--- src/sv/ptw_pkg.sv ---
// Shared constants, types and helpers of the Sv39 page-table walker.
`timescale 1ns / 1ps
package ptw_pkg;

    localparam int TABLE_PAGES       = 64;
    localparam int ENTRIES_PER_TABLE = 512;
    localparam int ENTRY_W           = 9;
    localparam int PAGE_W            = (TABLE_PAGES > 1) ? $clog2(TABLE_PAGES) : 1;
    localparam int ADDR_W            = PAGE_W + ENTRY_W;
    localparam int DEPTH             = TABLE_PAGES * ENTRIES_PER_TABLE;
    localparam int WORD_W            = 64;
    localparam int PPN_W             = 44;
    localparam int VA_W              = 39;
    localparam int PA_W              = 56;
    localparam int CFG_DATA_W        = 44;

    localparam int PTE_VALID_BIT = 0;
    localparam int PTE_USER_BIT  = 4;

    // Command codes.
    localparam logic CMD_WRITE     = 1'b0;
    localparam logic CMD_TRANSLATE = 1'b1;

    // Configuration register indexes.
    localparam logic REG_ROOT   = 1'b0;
    localparam logic REG_WINDOW = 1'b1;

    // Result status codes.
    localparam logic [2:0] ST_OK       = 3'd0;
    localparam logic [2:0] ST_RANGE    = 3'd1;
    localparam logic [2:0] ST_UNMAPPED = 3'd2;
    localparam logic [2:0] ST_NOT_USER = 3'd3;
    localparam logic [2:0] ST_WINDOW   = 3'd4;

    typedef struct packed {
        logic                 we;
        logic [ADDR_W-1:0]    addr;
        logic [WORD_W-1:0]    wdata;
    } mem_req_t;

    // True when a 6-bit page number names a page that exists in the store.
    function automatic logic page_in_store(input logic [5:0] page);
        logic [11:0] wide;
        begin
            wide = {6'd0, page};
            page_in_store = (wide < 12'(TABLE_PAGES));
        end
    endfunction

endpackage

--- src/sv/ptw_ctrl.sv ---
// Walk sequencer: clearing pass, command decode, level checks and result registers.
`timescale 1ns / 1ps
module ptw_ctrl
    import ptw_pkg::*;
(
    input  logic                  clk,
    input  logic                  rst_n,
    input  logic                  start,
    input  logic                  command,
    input  logic [VA_W-1:0]       virt_addr,
    input  logic [5:0]            store_page,
    input  logic [ENTRY_W-1:0]    store_entry,
    input  logic [WORD_W-1:0]     entry_word,
    input  logic                  cfg_we,
    input  logic                  cfg_index,
    input  logic [CFG_DATA_W-1:0] cfg_data,
    input  logic [WORD_W-1:0]     rdata,
    output mem_req_t              req,
    output logic                  busy,
    output logic                  done,
    output logic [2:0]            status,
    output logic [PA_W-1:0]       phys_addr
);

    typedef enum logic [4:0] {
        S_CLEAR = 5'b00001,
        S_IDLE  = 5'b00010,
        S_L2    = 5'b00100,
        S_L1    = 5'b01000,
        S_LEAF  = 5'b10000
    } state_t;

    state_t              state_reg, state_next;
    logic [ADDR_W-1:0]   clr_reg, clr_next;
    logic [17:0]         idx_reg, idx_next;
    logic [5:0]          root_reg;
    logic [PPN_W-1:0]    base_reg;
    logic                done_reg, done_next;
    logic [2:0]          status_reg, status_next;
    logic [PA_W-1:0]     pa_reg, pa_next;

    logic [PPN_W-1:0]    pte_ppn;
    logic [PPN_W-1:0]    child_off;
    logic                child_outside;
    logic [PAGE_W-1:0]   child_page;

    // Child table check: the PPN must fall inside the window of store pages.
    assign pte_ppn       = rdata[10 +: PPN_W];
    assign child_off     = pte_ppn - base_reg;
    assign child_outside = (pte_ppn < base_reg) || (child_off >= PPN_W'(TABLE_PAGES));
    assign child_page    = child_off[PAGE_W-1:0];

    always_comb
    begin
        state_next  = state_reg;
        clr_next    = clr_reg;
        idx_next    = idx_reg;
        done_next   = 1'b0;
        status_next = status_reg;
        pa_next     = pa_reg;
        req.we      = 1'b0;
        req.addr    = {PAGE_W'(root_reg), virt_addr[38:30]};
        req.wdata   = entry_word;

        case (state_reg)
            S_CLEAR:
            begin
                req.we    = 1'b1;
                req.addr  = clr_reg;
                req.wdata = '0;
                if (clr_reg == ADDR_W'(DEPTH - 1))
                begin
                    state_next = S_IDLE;
                end
                else
                begin
                    clr_next = clr_reg + 1'b1;
                end
            end
            S_IDLE:
            begin
                if (start)
                begin
                    if (command == CMD_WRITE)
                    begin
                        req.we      = page_in_store(store_page);
                        req.addr    = {PAGE_W'(store_page), store_entry};
                        done_next   = 1'b1;
                        status_next = ST_OK;
                        pa_next     = '0;
                    end
                    else if (virt_addr[VA_W-1])
                    begin
                        done_next   = 1'b1;
                        status_next = ST_RANGE;
                        pa_next     = '0;
                    end
                    else if (!page_in_store(root_reg))
                    begin
                        done_next   = 1'b1;
                        status_next = ST_WINDOW;
                        pa_next     = '0;
                    end
                    else
                    begin
                        // The root read is issued at the accept edge.
                        idx_next   = virt_addr[29:12];
                        state_next = S_L2;
                    end
                end
            end
            S_L2, S_L1:
            begin
                if (!rdata[PTE_VALID_BIT])
                begin
                    done_next   = 1'b1;
                    status_next = ST_UNMAPPED;
                    pa_next     = '0;
                    state_next  = S_IDLE;
                end
                else if (child_outside)
                begin
                    done_next   = 1'b1;
                    status_next = ST_WINDOW;
                    pa_next     = '0;
                    state_next  = S_IDLE;
                end
                else if (state_reg == S_L2)
                begin
                    req.addr   = {child_page, idx_reg[17:9]};
                    state_next = S_L1;
                end
                else
                begin
                    req.addr   = {child_page, idx_reg[8:0]};
                    state_next = S_LEAF;
                end
            end
            S_LEAF:
            begin
                done_next  = 1'b1;
                state_next = S_IDLE;
                if (!rdata[PTE_VALID_BIT])
                begin
                    status_next = ST_UNMAPPED;
                    pa_next     = '0;
                end
                else if (!rdata[PTE_USER_BIT])
                begin
                    status_next = ST_NOT_USER;
                    pa_next     = '0;
                end
                else
                begin
                    status_next = ST_OK;
                    pa_next     = {pte_ppn, 12'd0};
                end
            end
            default:
            begin
                state_next = S_CLEAR;
                clr_next   = '0;
            end
        endcase
    end

    always_ff @(posedge clk or negedge rst_n)
    begin
        if (!rst_n)
        begin
            state_reg <= S_CLEAR;
            clr_reg   <= '0;
            done_reg  <= 1'b0;
            root_reg  <= '0;
            base_reg  <= '0;
        end
        else
        begin
            state_reg <= state_next;
            clr_reg   <= clr_next;
            done_reg  <= done_next;
            if (cfg_we)
            begin
                case (cfg_index)
                    REG_ROOT:   root_reg <= cfg_data[5:0];
                    REG_WINDOW: base_reg <= cfg_data[PPN_W-1:0];
                    default:    ;
                endcase
            end
        end
    end

    always_ff @(posedge clk)
    begin
        idx_reg    <= idx_next;
        status_reg <= status_next;
        pa_reg     <= pa_next;
    end

    assign busy      = (state_reg != S_IDLE);
    assign done      = done_reg;
    assign status    = status_reg;
    assign phys_addr = pa_reg;

endmodule

--- config.mk ---
export PLATFORM = sky130hd
export DESIGN_NAME = ptw_ctrl
export DESIGN_NICKNAME = d
export VERILOG_FILES = /design/src/sv/ptw_pkg.sv /design/src/sv/ptw_ctrl.sv
export SDC_FILE = /design/constraint.sdc
export NUM_CORES = 1
export LEC_CHECK = 0
export BUFFER_PORTS_ARGS = -buffer_cell sky130_fd_sc_hd__buf_4
export CORE_MARGIN = 1.5
export CORE_UTILIZATION = 45
export CTS_CLUSTER_DIAMETER = 60
export CTS_CLUSTER_SIZE = 25
export DETAILED_ROUTE_END_ITERATION = 8
export PLACE_DENSITY = 0.77
export REMOVE_ABC_BUFFERS = 1
export SETUP_SLACK_MARGIN = 0.5
export SYNTH_ARGS = -nofsm -noshare
export SYNTH_HDL_FRONTEND = slang
export SYNTH_SLANG_ARGS = --single-unit
--- constraint.sdc ---
create_clock -name clk -period 14.9 [get_ports clk]
set_input_delay 2.98 -clock clk [delete_from_list [all_inputs] [get_ports clk]]
set_output_delay 2.98 -clock clk [all_outputs]
set_load 0.005 [all_outputs]
==> metrics.cfg, run 1 <==
[cts]
cts_root_buffer=clkbuf_16
clock_sinks=136
cts_htree_levels=4
cts_buffers=17
clkLatencyLatePin_ns=0.44
clockBufferDepth=2
cts_setup_buffers=0
ctsHoldBuffers=0
cts_tree=yes
cts_resized=0
path_clk_slew_ns=0.07

[power_and_ir_drop]
pwr-share-comb_pct=44.7
power_density_mw_per_mm2=126
power_frac_clock_pct=28.2
ir_drop_v=0.0000911
fin_total_pwr_mw=1.67
power_switching_mw=0.624
pwr-share-seq_pct=27.1
p_sw_share_pct=37.4
p_int_mw=1.04
power_leakage_nw=5.98

[setup_path]
max_stage_delay_ns=0.85
worstPathMaxFanout=12
worstSetupPathType=input pin to primary output
arrival_ns=8.07
cp.required_ns=11.92
worstSetupStartpoint=rdata[28]
crit_chain=buf_4 > ha_1 > nand4_1 > nor3_1 > nand4_1 > o211ai_1 > a31oi_1 > o311a_1 > or4_1 > nor4b_1 > nand4b_1 > nor2_1 > a221o_2 > buf_4
cpMaxStageDelayCell=nor2_1
r2r-start=base_reg[0]$_DFFE_PN0P_
worstSetupStartpointType=input pin
endpoint_kind=primary output
worstRegToRegCells=14

[sta]
fin_hold_ws_ns=0.506
fin_setup_tns_ns=0
slew_headroom_pct=24.9
fin_skew_ns=0.0106
min_period_ns=11.05
layout_setup_ws_ns=3.85
setup_viol=0
finalHoldViolCount=0
max_freq_mhz=90.5
slew_viol_final=0
rsz0062_at_grt=no
worstMarginPinSlew_ns=1.12
finalCritPeriodShare_pct=74.2

[flow_run]
drv_cap=0

[synthesis]
synth_cell_types=84
ys_top_cells_by_area=edfxtp_1, dfrtp_1, and2_1
yosys.area.top_type_share_pct=19.7
yosys_register_bits=136
yosysMostFrequentCell=and2_1
seq_area_frac_synth_pct=37.6
synthCells=1075
synth_area_per_cell_sq_um=9.23
synth_common_cells=and2_1, nand2_1, nor2_1, dfrtp_1, edfxtp_1
synth_top_cell_by_area=edfxtp_1
ys_warn_count=0
async_flop_share_pct=52.2
syn_area_sq_mm=0.00992
ys.flop_type=dfrtp_1
synth_edf_count=65

[finish]
nNetsFinal=1658
syn2layout_area_growth_pct=32.8
fin_cells=1673
diodes=0
drive_gt1_share_pct=32.4
stdcell_area_sq_mm=0.0132
fin_util_pct=60.6

[drt]
drt_iter0_drc=772
wl_per_cell_um=18.7
ant_nets=0
vias=9310
drc=0
viasPerCell=5.56
totalWireLength_mm=31.3
first_pass_iters=7

[placement]
dpl_worst_slack_ns=4.04
dp_hpwl_mm=24.2
dp_cells=1641
io_buffers=330
place.gp.congestion=0.949
placed_cell_area_sq_mm=0.0125

[status]
outcome=complete, no violations

[floorplan]
die-area_sq_mm=0.0230
fp-row-count=54
io_pins=373
dieHeight_um=152
die_w_um=152
initial_core_util_pct=45.6
coreArea_sq_mm=0.0218

[hold_path]
hold_path_startpoint=base_reg[6]$_DFFE_PN0P_
whs_path_depth=1
hp-class=flop to flop

[global_routing]
grt_pass1_wl_mm=47.5
grt_antenna_before_repair=0
grt_max_degree=72
grt_pass1_vias=8879
track_usage_pct=26.8
grt.overflow.total=0

[layout make-up]
class | count | area [sq um]
Fill cell | 1909 | 8580
Clock inverter | 15 | 230
Tap cell | 280 | 350
Inverter | 61 | 229
Timing Repair Buffer | 336 | 2520
Sequential cell | 136 | 3730
Clock buffer | 17 | 425
Multi-Input combinational cell | 828 | 5690
[path summary, 6_finish.rpt]
kind,to,slack [ns]
worst max-delay path,req[76],3.85
worst min-delay path,base_reg[6]$_DFFE_PN0P_,0.51
worst max register to register,phys_addr[28]$_SDFFCE_PN0P_,9.85
worst min register to register,base_reg[6]$_DFFE_PN0P_,0.51
max in group asynchronous,state_reg[4]$_DFFE_PN0P_,11.58
min in group asynchronous,base_reg[13]$_DFFE_PN0P_,2.69
[cells in the final DEF, fill, tap and decap left out, types with 8 or more instances in the layout]
| cell type | count |
|---|---|
| a21oi_1 | 55 |
| mux2_2 | 59 |
| a31oi_1 | 13 |
| nand3_1 | 16 |
| nor2_1 | 72 |
| conb_1 | 12 |
| edfxtp_1 | 65 |
| dfrtp_1 | 70 |
| xor2_1 | 15 |
| ha_1 | 45 |
| clkbuf_16 | 17 |
| and3_1 | 11 |
| nor4_1 | 9 |
| and2_1 | 114 |
| nand2b_1 | 13 |
| inv_1 | 61 |
| xnor2_1 | 13 |
| o21ai_0 | 64 |
| nor3_1 | 22 |
| a211oi_1 | 8 |
| buf_4 | 336 |
| o211ai_1 | 13 |
| nand4_1 | 22 |
| nand2_1 | 73 |
| or3_1 | 12 |
| a221o_1 | 11 |
| mux2i_1 | 23 |
| a21o_1 | 18 |
[worst max-delay path, delay by kind of cell]
| kind | cells | cell delay (ns) |
|---|---|---|
| buffers and inverters | 2 | 0.23 |
| AND/OR/NAND/NOR | 7 | 2.75 |
| adder cells (fa/ha/maj) | 1 | 0.50 |
| AO/OA/AOI/OAI | 4 | 1.60 |
[power groups by stage]
stage / sequential (mW) / combinational (mW) / clock, mW
2_1_floorplan: 0.454 / 0.414 / 0
3_3_place_gp: 0.456 / 0.723 / 0
3_5_place_dp: 0.458 / 0.729 / 0
4_1_cts: 0.451 / 0.736 / 0.476
5_1_grt: 0.456 / 0.814 / 0.489
6_report: 0.451 / 0.745 / 0.470
[logic make-up after synthesis]
logic type,count (synthesis),share of synthesized area (%)
buffers and inverters,122,5.52
adders and majority gates,46,5.88
AOI/OAI and AO/OA,253,17.2
other,1,0.0378
muxes,82,9.02
xor gates and xnor gates,28,2.47
DFF,136,37.6
and+or+nand+nor,407,22.3
[layer usage]
layer | wire length (um) | global-route usage (%) | vias to the layer above
met1 | 14300 | 38.2 | 4413
met5 | 0 | 0 | -
met2 | 14500 | 41.4 | 335
met4 | 480 | 7.07 | 0
li1 | - | - | 4526
met3 | 1990 | 5.66 | 36
Note: power is estimated with default switching activity, not from simulation.
==> run 2, diff against run 1 <==
--- a/config.mk
+++ b/config.mk
@@ -11,7 +11,7 @@
 export CTS_CLUSTER_DIAMETER = 60
 export CTS_CLUSTER_SIZE = 25
 export DETAILED_ROUTE_END_ITERATION = 8
-export PLACE_DENSITY = 0.77
+export PLACE_DENSITY = 0.8
 export REMOVE_ABC_BUFFERS = 1
 export SETUP_SLACK_MARGIN = 0.5
 export SYNTH_ARGS = -nofsm -noshare
==> constraint.sdc (replaced) <==
create_clock -name clk -period 9.4 [get_ports clk]
set_input_delay 1.88 -clock clk [delete_from_list [all_inputs] [get_ports clk]]
set_output_delay 1.88 -clock clk [all_outputs]
set_load 0.005 [all_outputs]
==> metrics.cfg, run 2 (same netlist as run 1, synthesis figures left out) <==
[finish]
fin_util_pct=60.3  ; -0.29 points
drive_gt1_share_pct=32.5  ; about the same
syn2layout_area_growth_pct=32.2
nNetsFinal=1660  ; +0.12%
final_common_cell=buf_4
final_cell_mix=buf_4, and2_1, nand2_1, nor2_1, dfrtp_1

[setup_path]
worstPathMaxFanout=12  ; unchanged
arrival_ns=6.49  ; -1.58 ns
cp.required_ns=7.52  ; -4.40 ns
worstSetupPathType=input pin to primary output
worstSetupStartpointType=input pin
endpoint_kind=primary output

[global_routing]
grt_pass1_vias=8621  ; -2.9%
grt.overflow.total=0  ; unchanged
grt_max_degree=72  ; unchanged
grt_antenna_before_repair=3  ; +3
grt_pass1_wl_mm=47.0  ; -1.1%
track_usage_pct=26.5  ; -0.34 points

[cts]
cts_htree_levels=4  ; unchanged
clkLatencyLatePin_ns=0.44  ; about the same
cts_resized=0  ; unchanged
cts_root_buffer=clkbuf_16
cts_tree=yes
clockBufferDepth=2  ; unchanged
clock_sinks=136  ; unchanged
ctsHoldBuffers=0  ; unchanged
cts_buffers=17  ; unchanged
path_clk_slew_ns=0.06  ; about the same
cts_setup_buffers=0  ; unchanged

[floorplan]
die-area_sq_mm=0.0230  ; unchanged
coreArea_sq_mm=0.0218  ; unchanged
die_w_um=152  ; unchanged
fp-row-count=54  ; unchanged
io_pins=373  ; unchanged
initial_core_util_pct=45.6  ; unchanged
dieHeight_um=152  ; unchanged

[sta]
fin_setup_tns_ns=0  ; unchanged
worstMarginPinSlew_ns=1.11  ; -0.00693 ns
setup_viol=0  ; unchanged
max_freq_mhz=119
min_period_ns=8.37
slew_headroom_pct=25.5  ; +0.54 points
finalCritPeriodShare_pct=89.1
slew_viol_final=0  ; unchanged
fin_skew_ns=0.0179  ; +0.00736 ns
rsz0062_at_grt=no
finalHoldViolCount=0  ; unchanged

[placement]
place.gp.congestion=0.908  ; -4.2%
dp_hpwl_mm=24.4  ; +0.57%
io_buffers=330  ; unchanged

[drt]
ant_nets=0  ; unchanged
vias=9403  ; +1.0%
first_pass_iters=6  ; -1
viasPerCell=5.61  ; +0.82%
drt_iter0_drc=728  ; -5.7%
totalWireLength_mm=31.2  ; -0.17%
drc=0  ; unchanged
wl_per_cell_um=18.6  ; -0.35%

[power_and_ir_drop]
power_density_mw_per_mm2=196  ; +55%
ir_drop_v=0.000125  ; +37%
power_leakage_nw=5.96  ; -0.40%

[status]
outcome=complete, no violations

[flow_run]
drv_cap=0  ; unchanged

[hold_path]
hp-class=flop to flop

run 2: final cells by class:
class,count,area [sq um]
diodes,1,2.50
clock buffers,17,425
clock inverters,15,153
fillers,1852,8640
inverters,61,229
multi-input cells,828,5690
flip-flops and latches,136,3730
well taps,280,350
repair buffers,338,2540
run 2: layer usage:
| metal | GRT usage, % | up-vias | share of wire [%] |
|---|---|---|---|
| li1 | - | 4508 | - |
| met3 | 6.20 | 43 | 7.9 |
| met4 | 6.92 | 2 | 1.7 |
| met1 | 38.1 | 4468 | 45 |
| met2 | 39.9 | 382 | 45 |
| met5 | 0 | - | 0.038 |
run 2: per-stage QoR:
stage / instances / instance area, sq um / setup WS, ns / hold WS, ns / total power, mW
2_1_floorplan: 1025 / 9650 / 2.03 / 0.480 / 1.38
3_3_place_gp: 1643 / 12500 / 1.14 / 0.487 / 1.87
5_1_grt: 1675 / 13100 / 0.815 / 0.523 / 2.72
3_5_place_dp: 1643 / 12500 / 1.10 / 0.494 / 1.89
4_1_cts: 1675 / 13100 / 1.10 / 0.508 / 2.57
6_report: 1676 / 13100 / 1.03 / 0.507 / 2.58
run 2: final timing paths:
kind	cells past startpoint	startpoint	slack [ns]	end
hold / removal	1	base_reg[15]$_DFFE_PN0P_	0.51	base_reg[15]$_DFFE_PN0P_
setup / recovery	15	rdata[28]	1.03	req[76]
setup reg to reg	14	base_reg[0]$_DFFE_PN0P_	4.18	phys_addr[45]$_SDFFCE_PN0P_
max in group asynchronous	1	rst_n	7.19	clr_reg[14]$_DFFE_PN0P_
hold reg to reg	1	base_reg[15]$_DFFE_PN0P_	0.51	base_reg[15]$_DFFE_PN0P_
min in group asynchronous	1	rst_n	1.59	base_reg[11]$_DFFE_PN0P_
run 2: critical path: stages:
cell and delay (ns):
buf_4 0.11, ha_1 0.44, a21oi_1 0.32, o21ai_0 0.30, a2111oi_0 0.99, nand3_1 0.33
nand2_1 0.15, xnor2_1 0.13, or4_1 0.54, nor4b_1 0.28, nand4b_1 0.30, nor2_1 0.16
buf_4 0.22, a221o_2 0.21, buf_4 0.12
run 2: power by group:
part           internal [mW]  switching (mW)
Combinational          0.538           0.644
Clock                  0.375           0.303
Sequential             0.681          0.0344
==> run 3, diff against run 2 <==
--- a/config.mk
+++ b/config.mk
@@ -7,11 +7,11 @@
 export LEC_CHECK = 0
 export BUFFER_PORTS_ARGS = -buffer_cell sky130_fd_sc_hd__buf_4
 export CORE_MARGIN = 1.5
-export CORE_UTILIZATION = 45
+export CORE_UTILIZATION = 46
 export CTS_CLUSTER_DIAMETER = 60
 export CTS_CLUSTER_SIZE = 25
 export DETAILED_ROUTE_END_ITERATION = 8
-export PLACE_DENSITY = 0.8
+export PLACE_DENSITY = 0.82
 export REMOVE_ABC_BUFFERS = 1
 export SETUP_SLACK_MARGIN = 0.5
 export SYNTH_ARGS = -nofsm -noshare
==> metrics.cfg, run 3 (same netlist as run 1, synthesis figures left out) <==
[cts]
ctsHoldBuffers=0  ; unchanged
cts_htree_levels=4  ; unchanged
cts_root_buffer=clkbuf_16
cts_buffers=17  ; unchanged
clockBufferDepth=2  ; unchanged
cts_tree=yes
cts_resized=0  ; unchanged
clock_sinks=136  ; unchanged
cts_setup_buffers=0  ; unchanged
path_clk_slew_ns=0.07  ; about the same
clkLatencyLatePin_ns=0.44  ; about the same

[finish]
syn2layout_area_growth_pct=32.5
final_common_cell=buf_4
diodes=0  ; -1
stdcell_area_sq_mm=0.0132  ; +0.26%
fillCellCount=1809  ; -2.3%
drive_gt1_share_pct=32.5  ; unchanged
regArea_sq_mm=0.00373  ; unchanged
nNetsFinal=1660  ; unchanged
final_cell_mix=buf_4, and2_1, nand2_1, nor2_1, dfrtp_1
multiInputGateArea_sq_mm=0.00569  ; unchanged

[setup_path]
max_stage_delay_ns=0.59  ; -0.40 ns
crit_chain=buf_4 > ha_1 > o211ai_1 > a21oi_1 > o21ai_1 > o211ai_1 > a31oi_1 > o311a_1 > or4_1 > nor4b_1 > nand4b_1 > nor2_1 > buf_4 > a221o_1 > buf_4
cpMaxStageDelayCell=o211ai_1
critPathTopFamily=compound AO/OA/AOI/OAI gates
worstPathMaxFanout=12  ; unchanged
cp.required_ns=7.52  ; about the same
worstSetupPathType=input pin to primary output
worstSetupStartpointType=input pin
cp_common_cell=buf_4
endpoint_kind=primary output
cp.buffers_inverters=3  ; unchanged
arrival_ns=6.50  ; about the same

[global_routing]
grtUsageMet2_pct=42.7  ; +2.8 points
grt_pass1_vias=8905  ; +3.3%
grt_max_degree=72  ; unchanged
grt_pass1_wl_mm=47.3  ; +0.69%
use_met3_pct=5.85  ; -0.34 points
met1_usage_pct=37.5  ; -0.54 points
grt.overflow.total=0  ; unchanged
grt_antenna_before_repair=0  ; -3
grt_busiest_layer=met2
track_usage_pct=27.1  ; +0.65 points

[drt]
drt_iter0_drc=680  ; -6.6%
first_pass_iters=5  ; -1
totalWireLength_mm=30.9  ; -1.1%
vias=9397  ; -0.064%
wl_per_cell_um=18.5  ; -0.71%
ant_nets=0  ; unchanged
viasPerCell=5.63  ; +0.30%
drc=0  ; unchanged

[sta]
finalHoldViolCount=0  ; unchanged
setup_viol=0  ; unchanged
slew_viol_final=0  ; unchanged
rsz0062_at_grt=no
fin_skew_ns=0.0127  ; -0.00524 ns
slew_headroom_pct=23.8  ; -1.7 points
min_period_ns=8.38  ; +0.00511 ns
worstMarginPinSlew_ns=1.14  ; +0.0252 ns
max_freq_mhz=119  ; about the same
fin_hold_ws_ns=0.506  ; -0.00115 ns
finalCritPeriodShare_pct=89.1  ; about the same
fin_setup_tns_ns=0  ; unchanged

[floorplan]
coreArea_sq_mm=0.0211  ; -3.1%
dieHeight_um=150  ; -1.1%
initial_core_util_pct=47.1  ; +1.4 points
io_pins=373  ; unchanged
die_w_um=150  ; -1.1%
die-area_sq_mm=0.0225  ; -2.1%
fp-row-count=53  ; -1.9%

[placement]
io_buffers=330  ; unchanged
place.gp.congestion=0.936  ; +3.1%
placed_cell_area_sq_mm=0.0125  ; about the same
dp_hpwl_mm=24.2  ; -0.73%

[power_and_ir_drop]
power_density_mw_per_mm2=199  ; +1.1%
power_leakage_nw=5.98  ; +0.31%
ir_drop_v=0.000122  ; -2.6%

[hold_path]
hp-class=flop to flop

[flow_run]
drv_cap=0  ; unchanged

[status]
outcome=complete, no violations

==> run 3: worst paths after layout <==
kind,start,to,slack [ns],depth (start not counted)
max,rdata[14],req[68],1.02,15
min,base_reg[8]$_DFFE_PN0P_,base_reg[8]$_DFFE_PN0P_,0.51,1
max reg2reg,base_reg[4]$_DFFE_PN0P_,phys_addr[25]$_SDFFCE_PN0P_,4.23,14
min reg2reg,base_reg[8]$_DFFE_PN0P_,base_reg[8]$_DFFE_PN0P_,0.51,1
max in group asynchronous,rst_n,base_reg[37]$_DFFE_PN0P_,7.20,1
min in group asynchronous,rst_n,base_reg[14]$_DFFE_PN0P_,1.59,1
==> run 3: area by class of cell <==
cell class / count / share of cell area (%)
inverters: 61 / 1.74
clock inverters: 15 / 1.48
multi-input cells: 828 / 43.3
clock buffers: 17 / 3.23
well taps: 275 / 2.62
flip-flops and latches: 136 / 28.4
repair buffers: 338 / 19.3
==> run 3: routing by layer <==
metal  share of wire (%)  wire, um
met1                  45     13900
met2                  46     14300
met3                 6.7      2060
met4                 2.0       619
met5                   0         0
==> run 3: per-stage QoR <==
step / util, % / total power, mW / cells / setup WS (ns)
2_1_floorplan: - / 1.38 / 1025 / 2.03
3_3_place_gp: 59.4 / 1.87 / 1638 / 1.16
3_5_place_dp: 59.4 / 1.89 / 1638 / 1.17
4_1_cts: 62.4 / 2.61 / 1670 / 1.15
5_1_grt: 62.4 / 2.75 / 1670 / 0.771
6_report: 62.4 / 2.61 / 1670 / 1.02
==> run 3: power breakdown <==
group	internal [mW]	switching (mW)	total [mW]	leakage, nW
clock network	0.407	0.310	0.717	0.303
registers	0.681	0.0335	0.715	1.50
logic	0.538	0.642	1.18	4.18
total	1.63	0.985	2.61	5.98
